**config.mk**
```make
export PLATFORM = sky130hd
export DESIGN_NAME = tpt_ctrl
export DESIGN_NICKNAME = d
export VERILOG_FILES = /design/src/rtl/core/tpt_pkg.sv /design/src/rtl/core/tpt_ctrl.sv
export VERILOG_INCLUDE_DIRS = /design/src /design/src/rtl/core
export SDC_FILE = /design/constraint.sdc
export NUM_CORES = 1
export LEC_CHECK = 0
export BUFFER_PORTS_ARGS = -buffer_cell sky130_fd_sc_hd__buf_4
export CAP_MARGIN = 20
export CORE_ASPECT_RATIO = 0.5
export CORE_MARGIN = 1.5
export CORE_UTILIZATION = 35
export CTS_CLUSTER_DIAMETER = 120
export CTS_CLUSTER_SIZE = 24
export DETAILED_ROUTE_END_ITERATION = 7
export PLACE_DENSITY_LB_ADDON = 0.25
export SLEW_MARGIN = 20
export SYNTH_ARGS = -nofsm -noshare
export SYNTH_HDL_FRONTEND = slang
export SYNTH_SLANG_ARGS = --single-unit
```
**constraint.sdc**
```tcl
create_clock -name clk -period 1.58 [get_ports clk]
set_input_delay 0.158 -clock clk [delete_from_list [all_inputs] [get_ports clk]]
set_output_delay 0.158 -clock clk [all_outputs]
set_load 0.005 [all_outputs]
```
**src/rtl/core/thermistor_peak_temperature_macros.svh**
```systemverilog
// Assertion macros for the thermistor peak-temperature block.
// Used by modules that carry concurrent checks; expects clk and rst in scope.
`ifndef THERMISTOR_PEAK_TEMPERATURE_MACROS_SVH
`define THERMISTOR_PEAK_TEMPERATURE_MACROS_SVH
`ifndef NO_ASSERTIONS
// Same-cycle implication
`define TPT_ASSERT_IMPLY(lbl, ante, cons, msg) \
  lbl: assert property (@(posedge clk) disable iff (rst) (ante) |-> (cons)) else $error(msg);
// Next-cycle implication
`define TPT_ASSERT_NEXT(lbl, ante, cons, msg) \
  lbl: assert property (@(posedge clk) disable iff (rst) (ante) |=> (cons)) else $error(msg);
`else
`define TPT_ASSERT_IMPLY(lbl, ante, cons, msg)
`define TPT_ASSERT_NEXT(lbl, ante, cons, msg)
`endif
`endif

```
**src/rtl/core/tpt_pkg.sv**
```systemverilog
// Shared types and constants for the thermistor peak-temperature block.
// No dependencies.
package tpt_pkg;

  // Configuration register indexes
  localparam logic [1:0] CFG_WINDOW_FRAMES = 2'd0;
  localparam logic [1:0] CFG_SERIES_OHMS   = 2'd1;
  localparam logic [1:0] CFG_CAL_LEVEL     = 2'd2;
  localparam logic [1:0] CFG_OFFSET_OHMS   = 2'd3;

  localparam int CFG_DATA_W = 20;

  // Fixed-point constants
  localparam int          TROUGH_RESET = 8000;
  localparam logic [31:0] LN2_Q32      = 32'd2977044472;
  localparam logic [32:0] COEF_A       = 33'd6935460000;
  localparam logic [30:0] COEF_B       = 31'd2011390000;
  localparam logic [19:0] COEF_C       = 20'd933821;
  localparam logic [53:0] KELVIN_NUM   = 54'd16000000000000000;
  localparam logic signed [18:0] ZERO_C_HUNDREDTHS = 19'sd27315;
  localparam logic [17:0] DIV100_K     = 18'd167773;   // ceil(2^24 / 100)
  localparam logic signed [10:0] TEMP_MAX = 11'sd1000;
  localparam logic signed [10:0] TEMP_MIN = -11'sd300;

  // Shared divider widths and the squaring round count
  localparam int DIVN_W    = 54;
  localparam int DIVD_W    = 41;
  localparam int SQ_ROUNDS = 24;

  typedef enum logic [1:0] {
    ST_OK        = 2'd0,
    ST_PEAK_ZERO = 2'd1,
    ST_RES_NPOS  = 2'd2,
    ST_DEN_NPOS  = 2'd3
  } status_t;

  typedef enum logic [4:0] {
    S_IDLE, S_CHK, S_DIV1, S_DIV1W, S_SUB, S_RCHK, S_NORM, S_SQA, S_SQB,
    S_LNA, S_LNB, S_L2, S_L3, S_DT, S_DS, S_DCHK, S_DIV2W, S_TA, S_TB, S_FIN
  } state_t;

  typedef enum logic [4:0] {
    OP_NONE, OP_MUL_NUM, OP_DIV_R, OP_SUB_R, OP_NORM_LOAD, OP_SHIFT, OP_M_LOAD,
    OP_SQ_MUL, OP_SQ_STEP, OP_LN_MUL, OP_LN_RND, OP_L2, OP_L3, OP_DTERMS,
    OP_DSUM, OP_DIV_H, OP_T_MUL, OP_T_FIN, OP_LOAD_OUT
  } op_t;

  typedef struct packed {
    logic    accept;
    op_t     op;
    status_t code;
  } cmd_t;

  typedef struct packed {
    logic report_due;
    logic peak_zero;
    logic r_nonpos;
    logic norm_top;
    logic d_zero;
    logic div_done;
  } flags_t;

endpackage

```
**src/rtl/core/tpt_ctrl.sv**
```systemverilog
// Controller state machine: sequences the conversion and owns the handshakes.
// Depends on tpt_pkg and the assertion macro header.
`include "thermistor_peak_temperature_macros.svh"
module tpt_ctrl import tpt_pkg::*; (
  input  logic   clk,
  input  logic   rst,
  input  logic   in_valid,
  output logic   in_ready,
  input  logic   frame_end,
  output logic   out_valid,
  input  logic   out_ready,
  input  flags_t flags,
  output cmd_t   cmd
);

  localparam int RND_W = $clog2(SQ_ROUNDS);

  state_t           state, state_next;
  status_t          code, code_next;
  logic [RND_W-1:0] rnd, rnd_next;
  logic             out_valid_next;

  always_ff @(posedge clk) begin
    if (rst) begin
      state     <= S_IDLE;
      code      <= ST_OK;
      rnd       <= '0;
      out_valid <= 1'b0;
    end else begin
      state     <= state_next;
      code      <= code_next;
      rnd       <= rnd_next;
      out_valid <= out_valid_next;
    end
  end

  // next state and commands
  always_comb begin
    state_next = state;
    code_next  = code;
    rnd_next   = rnd;
    in_ready   = 1'b0;
    cmd.accept = 1'b0;
    cmd.op     = OP_NONE;
    cmd.code   = code;
    case (state)
      S_IDLE: begin
        in_ready   = 1'b1;
        cmd.accept = in_valid;
        if (in_valid && frame_end && flags.report_due) state_next = S_CHK;
      end
      S_CHK: begin
        if (flags.peak_zero) begin
          code_next  = ST_PEAK_ZERO;
          state_next = S_FIN;
        end else begin
          cmd.op     = OP_MUL_NUM;
          state_next = S_DIV1;
        end
      end
      S_DIV1: begin
        cmd.op     = OP_DIV_R;
        state_next = S_DIV1W;
      end
      S_DIV1W: if (flags.div_done) state_next = S_SUB;
      S_SUB: begin
        cmd.op     = OP_SUB_R;
        state_next = S_RCHK;
      end
      S_RCHK: begin
        if (flags.r_nonpos) begin
          code_next  = ST_RES_NPOS;
          state_next = S_FIN;
        end else begin
          cmd.op     = OP_NORM_LOAD;
          state_next = S_NORM;
        end
      end
      S_NORM: begin
        if (flags.norm_top) begin
          cmd.op     = OP_M_LOAD;
          rnd_next   = '0;
          state_next = S_SQA;
        end else begin
          cmd.op = OP_SHIFT;
        end
      end
      S_SQA: begin
        cmd.op     = OP_SQ_MUL;
        state_next = S_SQB;
      end
      S_SQB: begin
        cmd.op   = OP_SQ_STEP;
        rnd_next = rnd + 1'b1;
        state_next = (rnd == RND_W'(SQ_ROUNDS - 1)) ? S_LNA : S_SQA;
      end
      S_LNA: begin
        cmd.op     = OP_LN_MUL;
        state_next = S_LNB;
      end
      S_LNB: begin
        cmd.op     = OP_LN_RND;
        state_next = S_L2;
      end
      S_L2: begin
        cmd.op     = OP_L2;
        state_next = S_L3;
      end
      S_L3: begin
        cmd.op     = OP_L3;
        state_next = S_DT;
      end
      S_DT: begin
        cmd.op     = OP_DTERMS;
        state_next = S_DS;
      end
      S_DS: begin
        cmd.op     = OP_DSUM;
        state_next = S_DCHK;
      end
      S_DCHK: begin
        if (flags.d_zero) begin
          code_next  = ST_DEN_NPOS;
          state_next = S_FIN;
        end else begin
          cmd.op     = OP_DIV_H;
          state_next = S_DIV2W;
        end
      end
      S_DIV2W: if (flags.div_done) state_next = S_TA;
      S_TA: begin
        cmd.op     = OP_T_MUL;
        state_next = S_TB;
      end
      S_TB: begin
        cmd.op     = OP_T_FIN;
        code_next  = ST_OK;
        state_next = S_FIN;
      end
      S_FIN: begin
        if (!out_valid || out_ready) begin
          cmd.op     = OP_LOAD_OUT;
          code_next  = ST_OK;
          state_next = S_IDLE;
        end
      end
      default: state_next = S_IDLE;
    endcase
  end

  // result register occupancy
  always_comb begin
    if (cmd.op == OP_LOAD_OUT) out_valid_next = 1'b1;
    else if (out_ready)        out_valid_next = 1'b0;
    else                       out_valid_next = out_valid;
  end

  `TPT_ASSERT_IMPLY(a_div_done_in_wait, flags.div_done, state == S_DIV1W || state == S_DIV2W, "divider finished outside a wait state")
  `TPT_ASSERT_NEXT(a_report_starts, in_valid && in_ready && frame_end && flags.report_due, state == S_CHK, "report frame did not start a conversion")
  `TPT_ASSERT_NEXT(a_fin_holds, state == S_FIN && out_valid && !out_ready, state == S_FIN && out_valid, "result lost while output stalled")

endmodule

```
; ---- Word level (Yosys, flattened, before mapping)
; Index checks and enable logic that the tools add are counted.
[classes]
n_addsub = 1
eq_ne = 29
n_mux = 27
reduce_logical = 11
[ops]
columns = op, count
row1 = $pmux W5 S20, 1
row2 = $pmux W5 S17, 1
row3 = $mux W5, 9
row4 = $eq A5 B4 Y1 const B, 8
row5 = $eq A5 B5 Y1 const B, 6
row6 = $eq A5 B3 Y1 const B, 4
row7 = $ne A2 B2 Y1 const B, 8
row8 = $mux W2, 6
row9 = $eq A5 B2 Y1 const B, 2
row10 = $pmux W2 S5, 1
row11 = $pmux W5 S2, 1
row12 = $reduce_and A5 Y1, 2
row13 = $mux W4, 2
row14 = $add A5 B1 Y5 const B, 1
row15 = $eq A5 B1 Y1 const B, 1
row16 = $logic_not A5 Y1, 1
row17 = $mux W1, 5
row18 = $reduce_bool A5 Y1, 1
row19 = $reduce_bool A2 Y1, 2
row20 = $mux W3, 1
row21 = $logic_and A1 B1 Y1, 2
row22 = $reduce_and A2 Y1, 1
row23 = $logic_not A1 Y1, 1
row24 = $logic_or A1 B1 Y1, 1
[totals]
ff_bits = 13
inputBits = 11

; ---- Depth between registers and ports, before layout
; Gate-level depths: netlist of the first run.
[depth]
depth_word = 6
mapped_depth = 7
depth_no_buf = 5

; ---- Least setup slack after synthesis of the first run
; Ideal clock, no wire load.
[synth_path]
path_kind = flip-flop to flip-flop
from = register state[4]
to = register state[4]
period_less_slack_ps = 1554
t_required_ps = 1511
slack_ps = 26
n_path_buf = 1
path_stages_with_launch = 7
arrival_ps = 1485
path_cell_list = dfxtp_1 buf_4 inv_2 mux2i_1 o32ai_4 or4_1 o21ai_1
[synth_between]
elab_chain_len = 3
elab_cells_between_ends = 27
cone_classes = 24 x eq/ne / 1 x mux / 2 x reduce/logical
[synth_rtl]
columns = element, line_no
row1 = "start, declared", tpt_ctrl.sv:18  ; state_t state, state_next;
row2 = "start signal, assigned", tpt_ctrl.sv:30  ; state <= state_next;
row3 = "$eq A5 B5 Y1, or another cell as far along", tpt_ctrl.sv:46  ; case (state)
row4 = $ne A2 B2 Y1 (no source line), --
row5 = $reduce_and A5 Y1 (no source line), --
; Several ways; a longest one is shown, not always the timed one.
; A chain may end at the register's enable or synchronous reset.

; ---- Final worst setup path of the first run
[layout_path]
from = register state[1]
to = register state[4]
; The elaborated chain is that of the path after synthesis.

==> metrics, run 1 <==
DRT antenna net count=0; Detail Placement HPWL=~2700 um; Initial DRT Pass Iterations=4; crit path time final=around 1900 ps; crit path kind=reg -> reg; ys flop type=dfxtp_1; number of max-cap violations=0; Starting DRT DRC Count=roughly 160; post-synthesis instance area=roughly 1100 um^2; via count=about 1,500; syn_nets=around 150; hold endpoint=out_valid; worst setup path startpoint=state[1]; final worst path period share=117.5%; initial antenna violation count=0; Tightest Pin Transition=approximately 400 ps; status=complete, but fails checks; Syn-to-layout area delta=86.34%; slowest CP cell=or4_1; R2R depth=6; DRC=0; fraction of layout cells with a size suffix above 1=between 60 and 70%; GP Congestion=about 0.9; CTS root buf=clkbuf_8; Initial Utilization=between 30% and 40%; first-pass GRT wire length=about 6800 um; Total Wirelength=approximately 4600 um; Critical R2R Launch=state[1]; total grt overflow=0; post-synthesis instance total=approximately 140; Critical Path Max Stage Delay=between 500 and 600 ps; Critical Path AT=a little over 2000 ps; via/cell ratio=5.840; die area=between 3000 and 4000 um^2; FF-to-FF End=state[4]; Die Y=about 43 um; RSZ-0062 raised after global routing=yes; # H-tree levels=1; Pleak=between 0.8 and 0.9 nW; Yosys cell types=between 60 and 70; TritonCTS clock tree=done; sequential area share after synthesis=approximately 23%; fin nets=230; clock net sink count=13; die width=between 80 and 90 um; Final Util=a little over two thirds; Worst Setup Start Kind=flip-flop; CP cell instances=buf_12 -> or3b_4 -> o32ai_2 -> a21oi_1 -> or4_1 -> o21ai_1; Total GRT Usage=24.61%; EDFF count, synth=0; # hold bufs at CTS=0; IO Pins=21; failing checks=negative setup slack; worst hold-check path type=in -> reg; CTS Buf Count=3; Syn Area/Cell=approximately 8.2 um^2; worst-path maximum fanout=7; WL per Instance=~18 um; async set-or-reset flop fraction in the synthesized netlist=0%; final setup fails=14; total core area=between 3000 and 4000 um^2; final non-filler cell total=between 200 and 300; port bufs=20; worst clock skew=4.470 ps; dpl ws=-185.6 ps; Critical Path End Type=flip-flop; # diodes=0; fmax=roughly 540 MHz; row count=14; r2r setup slk=-280 ps; Clk Latency, worst-skew pair=250 ps; Hold Path Depth=2; Final WS setup=-276.7 ps; Clock Path Buffers=2; min-delay src=rst; yosys warns=0; largest net degree at the start of global routing=14; Final Hold Viols=0; Power Density=around 1500 nW/um^2; Worst EP required=1740 ps; Yosys reg bits=13; pins over their slew limit=0; worst rel slew slack=72.87%; CTS clk-pin slew, worst paths=60 ps; vias in the first global route=around 1,400; peak supply drop=approximately 1.0 mV; placed cells=about 230
-- cell usage in the layout (no fill, tap or decap), types with 3 or more instances in the layout --
master,netlist,layout
nand2b_1,3,3
nand3_1,5,4
nor4_4,2,3
clkbuf_8,0,3
o211ai_1,3,3
a21oi_1,8,7
buf_4,1,66
dfxtp_1,13,8
buf_6,4,19
inv_1,4,3
nor2_1,11,8
or3_1,3,3
o21ai_1,1,4
nand2_1,12,10
dfxtp_4,0,5
-- through the flow --
step | instance area [um^2] | hold slack (ps) | setup TNS (ps) | power (mW)
floorplan | 1136 | 330.9 | 0 | 1.268
global placement | 1618 | 434.3 | -1549 | 1.910
detailed placement | 1618 | 440.7 | -1535 | 1.923
CTS | 1932 | 175.7 | -1152 | 2.700
global route | 2117 | 204.7 | -2284 | 3.243
finish | 2117 | 187.9 | -1618 | 3.116
-- Yosys cell counts (all sizes together) (3+ instances only) --
cell type	instances	area share, %
dfxtp	13	23
nand2	12	4.0
nor2	11	3.6
buf	10	6.7
a21oi	8	3.5
inv	6	2.2
nor4	6	5.9
nand3	5	2.2
o21ai	5	2.5
nand2b	4	2.9
a211oi	3	2.4
mux2i	3	2.6
nor2b	3	1.7
nor3	3	1.8
o211ai	3	2.0
or3	3	1.7
-- state kept, by name (all words and copies together) (netlist names) --
| name | count |
|---|---|
| state | 5 |
| out_valid | 1 |
| code | 2 |
| rnd | 5 |
-- worst max-delay path: cells and delay by family (launching register included) --
family / cells / cell delay [ps]
simple gates: 2 / 900
flops: 1 / 360
compound gates: 3 / 350
buf+inv: 1 / 140
-- timing repair --
action / CTS / global route
gates cloned: 1 / 0
setup buffers: 8 / 12
endpoints found under the setup margin: 18 / 18
pin swaps: 18 / 22
resized for setup: 44 / 33
-- logic make-up (layout without fill, tap and decap cells) --
kind of cell	Yosys count	after routing	synth area share, %
simple gates	65	65	36.01
compound gates	37	37	26.21
buf+inv	18	96	9.581
flops	13	13	22.91
mux	3	3	2.643
xor+xnor	2	2	1.542
fa+ha+maj	1	1	1.101
-- worst max-delay path by stage --
| stage | end | slack [ps] | cells after the start |
|---|---|---|---|
| finish | state[4] | -280 | 6 |
| global route | state[4] | -300 | 6 |
| CTS | cmd[4] | -170 | 5 |
| detailed placement | rnd[4] | -190 | 6 |
| global placement | rnd[4] | -200 | 6 |
| floorplan | state[4] | 30 | 6 |
-- power breakdown --
part	switching, mW	total [mW]	internal [mW]	leakage, nW
Clock	0.133	0.312	0.179	0.0228
Sequential	0.0917	0.491	0.399	0.109
Combinational	1.08	2.31	1.23	0.731
-- layout make-up --
type	instances	area, um^2
multi-input cells	108	983.4
flip-flops and latches	13	279.0
inverters	6	30.03
well taps	40	50.05
repair buffers	86	729.5
fillers	208	930.9
clock buffers	4	45.04
-- per-layer routing --
layer	track usage (%)	part of all wire, %	vias up
met3	5.837	8.4	20
met1	32.13	40	708
met2	42.10	47	86
li1	-	-	687
met4	4.918	4.2	0
met5	0	0	-
Power figures use the tool's default switching activity.
==> run 2: changes to the inputs <==
--- a/config.mk
+++ b/config.mk
@@ -8,7 +8,7 @@
 export LEC_CHECK = 0
 export BUFFER_PORTS_ARGS = -buffer_cell sky130_fd_sc_hd__buf_4
 export CAP_MARGIN = 20
-export CORE_ASPECT_RATIO = 0.5
+export CORE_ASPECT_RATIO = 0.9
 export CORE_MARGIN = 1.5
 export CORE_UTILIZATION = 35
 export CTS_CLUSTER_DIAMETER = 120
==> constraint.sdc (replaced) <==
create_clock -name clk -period 1.58 [get_ports clk]
set_input_delay 0.474 -clock clk [delete_from_list [all_inputs] [get_ports clk]]
set_output_delay 0.474 -clock clk [all_outputs]
set_load 0.005 [all_outputs]
==> run 2 against run 1 <==
Compared with the run above: the flow still finishes with violations (negative setup slack); setup slack got worse by 290 ps; register-to-register slack got worse by 40 ps; via count fell by 0.20%; flip-flop and latch count did not move; total power shrank 7.5%; clock power shrank 32%; critical path depth unchanged; fmax shrank 14%; first-iteration DRC count decreased by 50%; design area increased by 1.1%; global-route usage increased by 0.33 points; count of clock-buffer cells in the layout unchanged.
==> metrics, run 2 (synthesis gave the netlist of run 1 again) <==
port bufs=20; internal power=roughly 1.7 mW; Final WS setup=-571.7 ps; biggest regs=rnd (5), state (5), code (2); Syn-to-layout area delta=88.33%; Initial DRT Pass Iterations=4; r2r setup slk=-320 ps; die area=about 3600 um^2; worst setup path startpoint=state[0]; GP Congestion=0.9405; Critical R2R Launch=state[3]; commonest non-fill, non-tap cells in the layout=buf_4, buf_6, nor2_1, nand2_1, dfxtp_1; crit path time final=~2200 ps; # H-tree levels=1; fmax=approximately 460 MHz; number of fill cells=200; status=complete, but fails checks; Tightest Pin Transition=384.1 ps; largest net degree at the start of global routing=14; DRT antenna net count=0; total core area=roughly 3000 um^2; Pleak=0.9088 nW; CP cell instances=and2_4 -> a21boi_1 -> o21ai_2 -> a21oi_4 -> a311o_1 -> buf_4; die width=approximately 63 um; Clock Power Share=7.4%; R2R depth=8; Critical Path Max Stage Delay=around 390 ps; TritonCTS clock tree=done; Switching Fraction=between 40% and 50%; dpl ws=-298.4 ps; pins over their slew limit=0; Clk Latency, worst-skew pair=290 ps; Detail Placement HPWL=~2800 um; Critical Path Stages=6; crit path kind=reg -> out; final non-filler cell total=268; Worst EP required=roughly 1100 ps; final hold slack=roughly 480 ps; Worst Setup EP=cmd[2]; CTS root buf=clkbuf_4; Seq pwr share=between 15 and 20%; worst hold-check path type=in -> reg; failing checks=negative setup slack; Final Hold Viols=0; fraction of layout cells with a size suffix above 1=approximately 65%; final setup fails=18; slowest CP cell=dfxtp_4; Power Density=1347 nW/um^2; placed cells=243; # diodes=0; Clock Path Buffers=2; Psw=approximately 1.2 mW; Starting DRT DRC Count=approximately 80; commonest non-fill, non-tap cell in the layout=buf_4; initial antenna violation count=0; RSZ-0062 raised after global routing=yes; peak supply drop=0.9561 mV; Crit path max-delay family=compound AO/OA/AOI/OAI gates; final worst path period share=136.2%; Total GRT Usage=about 25%; Die Y=about 57 um; clock net sink count=13; FF-to-FF End=state[0]; CTS Buf Count=3; Worst Setup Start Kind=flip-flop; WP buf/inv=1; worst rel slew slack=~74%; IO Pins=21; CTS clk-pin slew, worst paths=approximately 80 ps; Total Wirelength=roughly 4700 um; Gate power share=between 70% and 80%; Critical Path End Type=output pin; worst-path maximum fanout=5; Critical Path AT=~1700 ps; row count=19; via/cell ratio=5.590; DRC=0; final setup TNS=-4623 ps; # hold bufs at CTS=0; first-pass GRT wire length=approximately 7000 um; total grt overflow=0; Initial Utilization=37.05%; Final Util=69.77%; vias in the first global route=between 1,000 and 1,500; fin nets=between 200 and 250; number of max-cap violations=0; WL per Instance=~17 um; worst clock skew=about 8.1 ps; via count=around 1,500
run 2: what timing repair did:
item / 4_1_cts / 5_1_grt
buffers inserted: 16 / 9
pin swaps: 24 / 22
endpoints found under the hold margin: 0 / 0
setup endpoints to repair: 18 / 18
gates resized for setup: 43 / 29
run 2: through the flow:
stage          power, mW  area, um^2
3_5_place_dp       1.940        1673
3_3_place_gp       1.921        1673
6_report           2.882        2140
4_1_cts            2.481        1971
5_1_grt            3.043        2140
2_1_floorplan      1.344        1191
run 2: routing by layer:
layer / up-vias / wire length, um / GRT usage, %
met4: 0 / 102 / 7.619
met2: 64 / 2303 / 41.79
met5: - / 0 / 0
li1: 701 / - / -
met1: 720 / 1930 / 31.91
met3: 13 / 334 / 6.114
run 2: final cells by class:
class                           count  area (um^2)  area share (%)
Multi-Input combinational cell    108        964.7           45.09
Timing Repair Buffer               95        792.0           37.02
Sequential cell                    13        276.5           12.92
Tap cell                           42        52.55           2.456
Inverter                            6        27.53           1.287
Clock buffer                        4        26.28           1.228
run 2: worst min path at each step:
stage,slack [ps],cells past startpoint,end,from
final,480,2,state[2],rst
after global placement,450,2,code[1],code[1]
after CTS,470,2,rnd[0],rst
after floorplan,450,2,code[1],code[1]
after global routing,480,2,state[2],rst
after detailed placement,470,2,code[1],code[1]
run 2: power groups by stage:
stage                     Combinational [mW]  Clock [mW]  Sequential [mW]
after floorplan                        0.927           0            0.417
after global placement                  1.45           0            0.474
after detailed placement                1.46           0            0.482
after CTS                               1.79       0.210            0.479
after global routing                    2.31       0.230            0.506
final                                   2.17       0.213            0.501
